**src/design/xoro_pkg.sv**
```systemverilog
// shared types, constants and helpers for the xoroshiro128+ generator
`default_nettype none

package xoro_pkg;

    localparam int unsigned WORD_W        = 64;
    localparam int unsigned HALF_W        = WORD_W / 2;
    localparam int unsigned WARMUP_STEPS  = 8;
    localparam int unsigned SEED_WORDS    = 3;

    localparam logic [WORD_W-1:0] SM_GAMMA = 64'h9E37_79B9_7F4A_7C15;
    localparam logic [WORD_W-1:0] SM_MUL1  = 64'hBF58_476D_1CE4_E5B9;
    localparam logic [WORD_W-1:0] SM_MUL2  = 64'h94D0_49BB_1331_11EB;

    localparam int unsigned ROT_A   = 55;
    localparam int unsigned ROT_B   = 36;
    localparam int unsigned SHIFT_B = 14;
    localparam int unsigned SM_SH1  = 30;
    localparam int unsigned SM_SH2  = 27;
    localparam int unsigned SM_SH3  = 31;

    // input mode codes
    localparam logic MODE_RESEED = 1'b0;
    localparam logic MODE_DRAW   = 1'b1;

    // partial product selection of the shared 32x32 multiplier
    typedef enum logic [1:0] {
        PH_LO_LO = 2'd0,
        PH_LO_HI = 2'd1,
        PH_HI_LO = 2'd2
    } mul_phase_t;

    // multiplier constant selection
    typedef enum logic {
        MSEL_FIRST  = 1'b0,
        MSEL_SECOND = 1'b1
    } mul_sel_t;

    // commands from controller to datapath
    typedef struct packed {
        logic       load_seed;
        logic       seed_zero;
        logic       mix_add;
        logic       mul_en;
        mul_phase_t mul_phase;
        mul_sel_t   mul_sel;
        logic       store_x;
        logic       store_y;
        logic       step;
        logic       capture;
    } xoro_cmd_t;

    function automatic logic [WORD_W-1:0] rotl64(input logic [WORD_W-1:0] v,
                                                 input int unsigned k);
        return (v << k) | (v >> (WORD_W - k));
    endfunction

endpackage

`default_nettype wire

```
**src/design/xoro_dpath.sv**
```systemverilog
// datapath: state words, splitmix64 registers, shared multiplier, output register
`default_nettype none

module xoro_dpath (
    input  wire logic                      aclk,
    input  wire xoro_pkg::xoro_cmd_t       cmd,
    input  wire logic [xoro_pkg::WORD_W-1:0] seed,
    output logic [xoro_pkg::WORD_W-1:0]    value
);
    import xoro_pkg::*;

    logic [WORD_W-1:0] x_reg, x_next;
    logic [WORD_W-1:0] y_reg, y_next;
    logic [WORD_W-1:0] ctr_reg, ctr_next;
    logic [WORD_W-1:0] z_reg, z_next;
    logic [WORD_W-1:0] acc_reg, acc_next;
    logic [WORD_W-1:0] value_reg, value_next;

    logic [WORD_W-1:0] ctr_inc;
    logic [WORD_W-1:0] mul_const;
    logic [HALF_W-1:0] mul_a;
    logic [HALF_W-1:0] mul_b;
    logic [WORD_W-1:0] prod;
    logic [WORD_W-1:0] prod_shl;
    logic [WORD_W-1:0] mul_sum;
    logic [WORD_W-1:0] mix_val;
    logic [WORD_W-1:0] step_b;
    logic [WORD_W-1:0] step_x;
    logic [WORD_W-1:0] step_y;

    // splitmix64 counter advance
    assign ctr_inc = ctr_reg + SM_GAMMA;

    // shared 32x32 multiplier operand selection
    assign mul_const = (cmd.mul_sel == MSEL_SECOND) ? SM_MUL2 : SM_MUL1;

    always_comb begin
        mul_a = z_reg[HALF_W-1:0];
        mul_b = mul_const[HALF_W-1:0];
        unique case (cmd.mul_phase)
            PH_LO_LO: begin
                mul_a = z_reg[HALF_W-1:0];
                mul_b = mul_const[HALF_W-1:0];
            end
            PH_LO_HI: begin
                mul_a = z_reg[HALF_W-1:0];
                mul_b = mul_const[WORD_W-1:HALF_W];
            end
            PH_HI_LO: begin
                mul_a = z_reg[WORD_W-1:HALF_W];
                mul_b = mul_const[HALF_W-1:0];
            end
            default: begin
                mul_a = z_reg[HALF_W-1:0];
                mul_b = mul_const[HALF_W-1:0];
            end
        endcase
    end

    assign prod     = WORD_W'(mul_a) * WORD_W'(mul_b);
    assign prod_shl = {prod[HALF_W-1:0], {HALF_W{1'b0}}};
    assign mul_sum  = acc_reg + prod_shl;

    // xor-shift that follows each multiplication
    assign mix_val = (cmd.mul_sel == MSEL_SECOND) ? (mul_sum ^ (mul_sum >> SM_SH3))
                                                  : (mul_sum ^ (mul_sum >> SM_SH2));

    // xoroshiro128+ state step
    assign step_b = y_reg ^ x_reg;
    assign step_x = rotl64(x_reg, ROT_A) ^ step_b ^ (step_b << SHIFT_B);
    assign step_y = rotl64(step_b, ROT_B);

    // next-value selection
    always_comb begin
        x_next     = x_reg;
        y_next     = y_reg;
        ctr_next   = ctr_reg;
        z_next     = z_reg;
        acc_next   = acc_reg;
        value_next = value_reg;
        if (cmd.load_seed) begin
            ctr_next = cmd.seed_zero ? '0 : seed;
        end
        if (cmd.mix_add) begin
            ctr_next = ctr_inc;
            z_next   = ctr_inc ^ (ctr_inc >> SM_SH1);
        end
        if (cmd.mul_en) begin
            unique case (cmd.mul_phase)
                PH_LO_LO: acc_next = prod;
                PH_LO_HI: acc_next = mul_sum;
                PH_HI_LO: z_next   = mix_val;
                default:  acc_next = acc_reg;
            endcase
        end
        if (cmd.store_x) begin
            x_next = mix_val;
        end
        if (cmd.store_y) begin
            y_next = mix_val;
        end
        if (cmd.capture) begin
            value_next = x_reg + y_reg;
        end
        if (cmd.step) begin
            x_next = step_x;
            y_next = step_y;
        end
    end

    always_ff @(posedge aclk) begin
        x_reg     <= x_next;
        y_reg     <= y_next;
        ctr_reg   <= ctr_next;
        z_reg     <= z_next;
        acc_reg   <= acc_next;
        value_reg <= value_next;
    end

    assign value = value_reg;

endmodule

`default_nettype wire

```
**src/design/xoro_ctrl.sv**
```systemverilog
// controller: handshakes, seeding sequence and warm-up steps
`default_nettype none

module xoro_ctrl (
    input  wire logic                aclk,
    input  wire logic                aresetn,
    input  wire logic                s_valid,
    output logic                     s_ready,
    input  wire logic                s_mode,
    output logic                     m_valid,
    input  wire logic                m_ready,
    output xoro_pkg::xoro_cmd_t      cmd
);
    import xoro_pkg::*;

    localparam int unsigned WARM_W = $clog2(WARMUP_STEPS);
    localparam int unsigned WORD_CNT_W = $clog2(SEED_WORDS);
    localparam logic [WARM_W-1:0] WARM_LAST = WARM_W'(WARMUP_STEPS - 1);
    localparam logic [WORD_CNT_W-1:0] WORD_LAST = WORD_CNT_W'(SEED_WORDS - 1);
    localparam logic [WORD_CNT_W-1:0] WORD_X = WORD_CNT_W'(1);

    typedef enum logic [2:0] {
        ST_INIT,
        ST_IDLE,
        ST_ADD,
        ST_MUL,
        ST_WARM
    } state_t;

    state_t                state_reg, state_next;
    mul_phase_t            phase_reg, phase_next;
    mul_sel_t              sel_reg, sel_next;
    logic [WORD_CNT_W-1:0] word_reg, word_next;
    logic [WARM_W-1:0]     warm_reg, warm_next;
    logic                  m_valid_reg, m_valid_next;

    logic in_xfer;
    logic mul_last;

    assign s_ready  = (state_reg == ST_IDLE) && (!m_valid_reg || m_ready);
    assign in_xfer  = s_valid && s_ready;
    assign m_valid  = m_valid_reg;
    assign mul_last = (phase_reg == PH_HI_LO) && (sel_reg == MSEL_SECOND);

    // next state and commands
    always_comb begin
        state_next   = state_reg;
        phase_next   = phase_reg;
        sel_next     = sel_reg;
        word_next    = word_reg;
        warm_next    = warm_reg;
        m_valid_next = m_valid_reg && !m_ready;
        cmd          = '0;
        cmd.mul_phase = phase_reg;
        cmd.mul_sel   = sel_reg;
        unique case (state_reg)
            ST_INIT: begin
                cmd.load_seed = 1'b1;
                cmd.seed_zero = 1'b1;
                word_next     = '0;
                state_next    = ST_ADD;
            end
            ST_IDLE: begin
                if (in_xfer) begin
                    if (s_mode == MODE_RESEED) begin
                        cmd.load_seed = 1'b1;
                        word_next     = '0;
                        state_next    = ST_ADD;
                    end else begin
                        cmd.capture  = 1'b1;
                        cmd.step     = 1'b1;
                        m_valid_next = 1'b1;
                    end
                end
            end
            ST_ADD: begin
                cmd.mix_add = 1'b1;
                phase_next  = PH_LO_LO;
                sel_next    = MSEL_FIRST;
                state_next  = ST_MUL;
            end
            ST_MUL: begin
                cmd.mul_en = 1'b1;
                priority if (phase_reg == PH_LO_LO) begin
                    phase_next = PH_LO_HI;
                end else if (phase_reg == PH_LO_HI) begin
                    phase_next = PH_HI_LO;
                end else if (!mul_last) begin
                    phase_next = PH_LO_LO;
                    sel_next   = MSEL_SECOND;
                end else begin
                    // one splitmix64 output ready: first is dropped
                    cmd.store_x = (word_reg == WORD_X);
                    cmd.store_y = (word_reg == WORD_LAST);
                    if (word_reg == WORD_LAST) begin
                        warm_next  = '0;
                        state_next = ST_WARM;
                    end else begin
                        word_next  = word_reg + 1'b1;
                        state_next = ST_ADD;
                    end
                end
            end
            ST_WARM: begin
                cmd.step  = 1'b1;
                warm_next = warm_reg + 1'b1;
                if (warm_reg == WARM_LAST) begin
                    state_next = ST_IDLE;
                end
            end
            default: begin
                state_next = ST_INIT;
            end
        endcase
    end

    // state and registered outputs
    always_ff @(posedge aclk) begin
        if (!aresetn) begin
            state_reg   <= ST_INIT;
            phase_reg   <= PH_LO_LO;
            sel_reg     <= MSEL_FIRST;
            word_reg    <= '0;
            warm_reg    <= '0;
            m_valid_reg <= 1'b0;
        end else begin
            state_reg   <= state_next;
            phase_reg   <= phase_next;
            sel_reg     <= sel_next;
            word_reg    <= word_next;
            warm_reg    <= warm_next;
            m_valid_reg <= m_valid_next;
        end
    end

endmodule

`default_nettype wire

```
**src/design/xoroshiro128_plus_generator_core.sv**
```systemverilog
// top level of the xoroshiro128+ generator with splitmix64 seeding
// A draw transfer (mode 1) returns x + y and steps the state in the same cycle, so
// draws run at one per clock while the result side keeps up. While a value waits in
// the output register the input is stalled; a new draw is taken in the same cycle
// that the waiting value is taken. A reseed transfer (mode 0)
// gives no result and keeps the block busy while it derives three splitmix64 words
// (each an add step, then two 64-bit multiplies done as three partial products
// on the one shared 32x32 multiplier) and runs 8 warm-up steps. After reset the
// block seeds itself with zero the same way before s_ready rises.
`default_nettype none

module xoroshiro128_plus_generator_core (
    input  wire logic                        aclk,
    input  wire logic                        aresetn,
    input  wire logic                        s_valid,
    output logic                             s_ready,
    input  wire logic                        s_mode,
    input  wire logic [xoro_pkg::WORD_W-1:0] s_seed,
    output logic                             m_valid,
    input  wire logic                        m_ready,
    output logic [xoro_pkg::WORD_W-1:0]      m_value
);
    import xoro_pkg::*;

    xoro_cmd_t cmd;

    // sequencing and handshakes
    xoro_ctrl u_ctrl (
        .aclk    (aclk),
        .aresetn (aresetn),
        .s_valid (s_valid),
        .s_ready (s_ready),
        .s_mode  (s_mode),
        .m_valid (m_valid),
        .m_ready (m_ready),
        .cmd     (cmd)
    );

    // state words and arithmetic
    xoro_dpath u_dpath (
        .aclk  (aclk),
        .cmd   (cmd),
        .seed  (s_seed),
        .value (m_value)
    );

endmodule

`default_nettype wire

```
**config.mk**
```make
export PLATFORM = sky130hd
export DESIGN_NAME = xoroshiro128_plus_generator_core
export DESIGN_NICKNAME = d
export VERILOG_FILES = /design/src/design/xoro_pkg.sv /design/src/design/xoro_dpath.sv /design/src/design/xoro_ctrl.sv /design/src/design/xoroshiro128_plus_generator_core.sv
export SDC_FILE = /design/constraint.sdc
export NUM_CORES = 2
export LEC_CHECK = 0
export ABC_AREA = 1
export BUFFER_PORTS_ARGS = -buffer_cell sky130_fd_sc_hd__clkbuf_2
export CORE_ASPECT_RATIO = 0.8
export CORE_MARGIN = 4
export CORE_UTILIZATION = 35
export DETAILED_ROUTE_END_ITERATION = 7
export PLACE_DENSITY = 0.6
export SLEW_MARGIN = 0
export SYNTH_ARGS = -nofsm -noshare
export SYNTH_HDL_FRONTEND = slang
export SYNTH_SLANG_ARGS = --single-unit
```
**constraint.sdc**
```tcl
create_clock -name aclk -period 8.58 [get_ports aclk]
set_input_delay 1.716 -clock aclk [delete_from_list [all_inputs] [get_ports aclk]]
set_output_delay 1.716 -clock aclk [all_outputs]
set_load 0.1 [all_outputs]
```
==> impl_metrics.yaml <==
cells_and_area:
  drive_gt1_share_pct: 23.9
  fin_cells: 9963
  nNetsFinal: 9119
  fill_cells: 16000
  area_growth_pct: 26.3
detailed_routing:
  drcViolationCount: 0
  dr_total_vias: 51200
  drtPass1Iterations: 6
  wl_mm: 245
  ant_nets: 0
  via_per_inst: 5.14
  routedWlPerCell_um: 24.6
  dr.first_iter.drc_count: 5651
clock_network:
  cts_root_buf: "clkbuf_16"
  cts_inserted_buffers: 46
  h-tree-depth: 2
  worst_skew_pair.late_latency_ns: 0.62
  ctsLongestPathBuffers: 3
  cts_tree: "built"
  cts.sinks: 396
  clk_pin_slew_worst_paths_ns: 0.07
yosys:
  synthTopCellsByCount: "inv_1 (1408), nand2_1 (1222), fa_1 (821)"
  synth_cells: 6862
  netlist_area_um2: 56600
  yosysMostFrequentCell: "inv_1"
  syn_nets: 8184
  synthArstFlopShare_pct: 0
  yosys.area.top_type: "fa_1"
  ys_warn_count: 0
  synth.ff_latch_count: 396
  synth_edf_count: 320
  synth_flop_cell: "edfxtp_1"
  ys_seq_area_share_pct: 19.7
  yosysUniqueCellTypes: 70
  syn_area_per_cell_um2: 8.24
  synthTopCellsByArea: "fa_1 (29%), edfxtp_1 (17%), ha_1 (9.6%), inv_1 (9.3%), nand2_1 (8.1%)"
  yosys.area.top_type_share_pct: 29.1
global_routing:
  grt_max_degree: 152
  grt.total_usage_pct: 28.8
  grt_pass1_wl_mm: 357
  grt_pass1_vias: 52400
  overflow: 0
  antenna_found_initial: 4
sta:
  hold_ws_ns: 0.482
  period_minus_slack_ns: 8.97
  finalCritPeriodShare_pct: 105
  setup-violations-final: 125
  drv_slew: 0
  finalHoldViolations: 0
  fmax_ghz: 0.112
  skew_ns: 0.0242
  fin_ws_ns: -0.387
  worst_pin_slew_ns: 1.15
  max_slew_margin_pct: 22.6
  rsz0062_at_grt: "true"
critical_path:
  critPathMaxFanout: 5
  critPathTopFamily: "adder cells"
  cp.required_ns: 8.95
  critPathBufInv: 16
  reg2reg_depth: 46
  worstSetupEndpointType: "register"
  worstSetupPathDepth: 46
  worst_ep_arrival_time_ns: 9.33
  cpPeakStageDelay_ns: 0.60
  cpMaxStageDelayCell: "fa_1"
  startpoint_type: "register"
  path_class: "register to register"
floorplanning:
  start_util_pct: 35.4
  die_w_um: 457
  die_height_um: 368
  io_pins: 135
  die_area_um2: 168000
  num_rows: 131
  core_um2: 160000
flow_run:
  max_cap_viol_count: 0
min_path:
  min_delay_path_depth: 2
  min_path_type: "register to register"
place:
  dp_hpwl_mm: 210
  gp_congestion: 1.01
  io_buffers: 134
  place_inst: 9793
status:
  status: "finished, violations left"
  violations: "setup timing"
==> metal layers <==
metal | vias to the layer above | global-route usage, % | wire [um]
li1 | 23100 | - | -
met4 | 2 | 8.14 | 8410
met1 | 25400 | 40.2 | 105000
met2 | 2369 | 45.4 | 109000
met5 | - | 0 | 17
met3 | 314 | 5.55 | 21800
==> per-stage QoR <==
step / util [%] / cell area [um2] / setup WS [ns] / setup TNS, ns
floorplan: - / 56600 / 0.0165 / 0
global placement: 41.2 / 65800 / -1.06 / -103.22
detailed placement: 41.2 / 65800 / -1.07 / -109.02
CTS: 44.0 / 70300 / -0.242 / -10.08
global route: 44.6 / 71400 / -0.651 / -61.60
finish: 44.6 / 71400 / -0.387 / -23.38
==> placed cells by master (no fill, tap or decap), types with 86 or more instances in the layout <==
| master | instances |
|---|---|
| inv_1 | 1341 |
| nand2_1 | 1105 |
| buf_4 | 844 |
| fa_1 | 788 |
| nor2_1 | 695 |
| ha_1 | 383 |
| edfxtp_1 | 320 |
| a21oi_1 | 252 |
| o21ai_0 | 232 |
| nand3_1 | 186 |
| xor2_1 | 159 |
| clkbuf_2 | 134 |
| nand2_2 | 115 |
| o21ai_1 | 103 |
| xnor2_1 | 89 |
| inv_2 | 86 |
==> what timing repair did <==
item	4_1_cts	5_1_grt
gates resized for setup	583	244
setup endpoints to repair	166	169
gates cloned	4	0
pin swaps	181	110
hold buffers	0	0
setup buffers	66	26
==> kinds of logic (layout without fill, tap and decap cells) <==
kind of cell	after synthesis	after routing	synth area share [%]
xor+xnor	269	269	4.27
fa+ha+maj	1253	1253	38.6
other cells	1	2	0.00663
flops	396	396	19.7
simple gates	2438	2438	17.8
buf+inv	1653	2625	11.3
compound gates	852	852	8.41
==> worst reg2reg max path, delay by kind of cell, from the launching register on <==
family,cells,cell delay (ns)
XOR/XNOR,1,0.27
AND/OR/NAND/NOR,16,1.48
buffers and inverters,16,1.71
AO/OA/AOI/OAI,3,0.47
flip-flops,1,0.34
adder cells (fa/ha/maj),10,4.48
==> layout make-up <==
type	instances	area [um2]	area share (%)
Timing Repair inverter	2	13.8	0.0193
Tap cell	2128	2660	3.73
Sequential cell	396	11100	15.6
Inverter	1450	5500	7.70
Clock buffer	54	1220	1.70
Antenna cell	1	2.50	0.00350
Clock inverter	31	405	0.568
Timing Repair Buffer	1088	8580	12.0
Multi-Input combinational cell	4813	41900	58.7
==> path summary, 6_finish.rpt <==
| path | start | end | slack (ns) |
|---|---|---|---|
| setup / recovery | u_ctrl.phase_reg[1] | u_dpath.y_reg[32] | -0.39 |
| hold / removal | u_ctrl.warm_reg[2] | u_ctrl.warm_reg[2] | 0.48 |
| setup reg to reg | u_ctrl.phase_reg[1] | u_dpath.y_reg[32] | -0.39 |
| hold reg to reg | u_ctrl.warm_reg[2] | u_ctrl.warm_reg[2] | 0.48 |
Power is not shown: default switching activity piles up to over one toggle a cycle in this logic, so the estimate is an artifact.
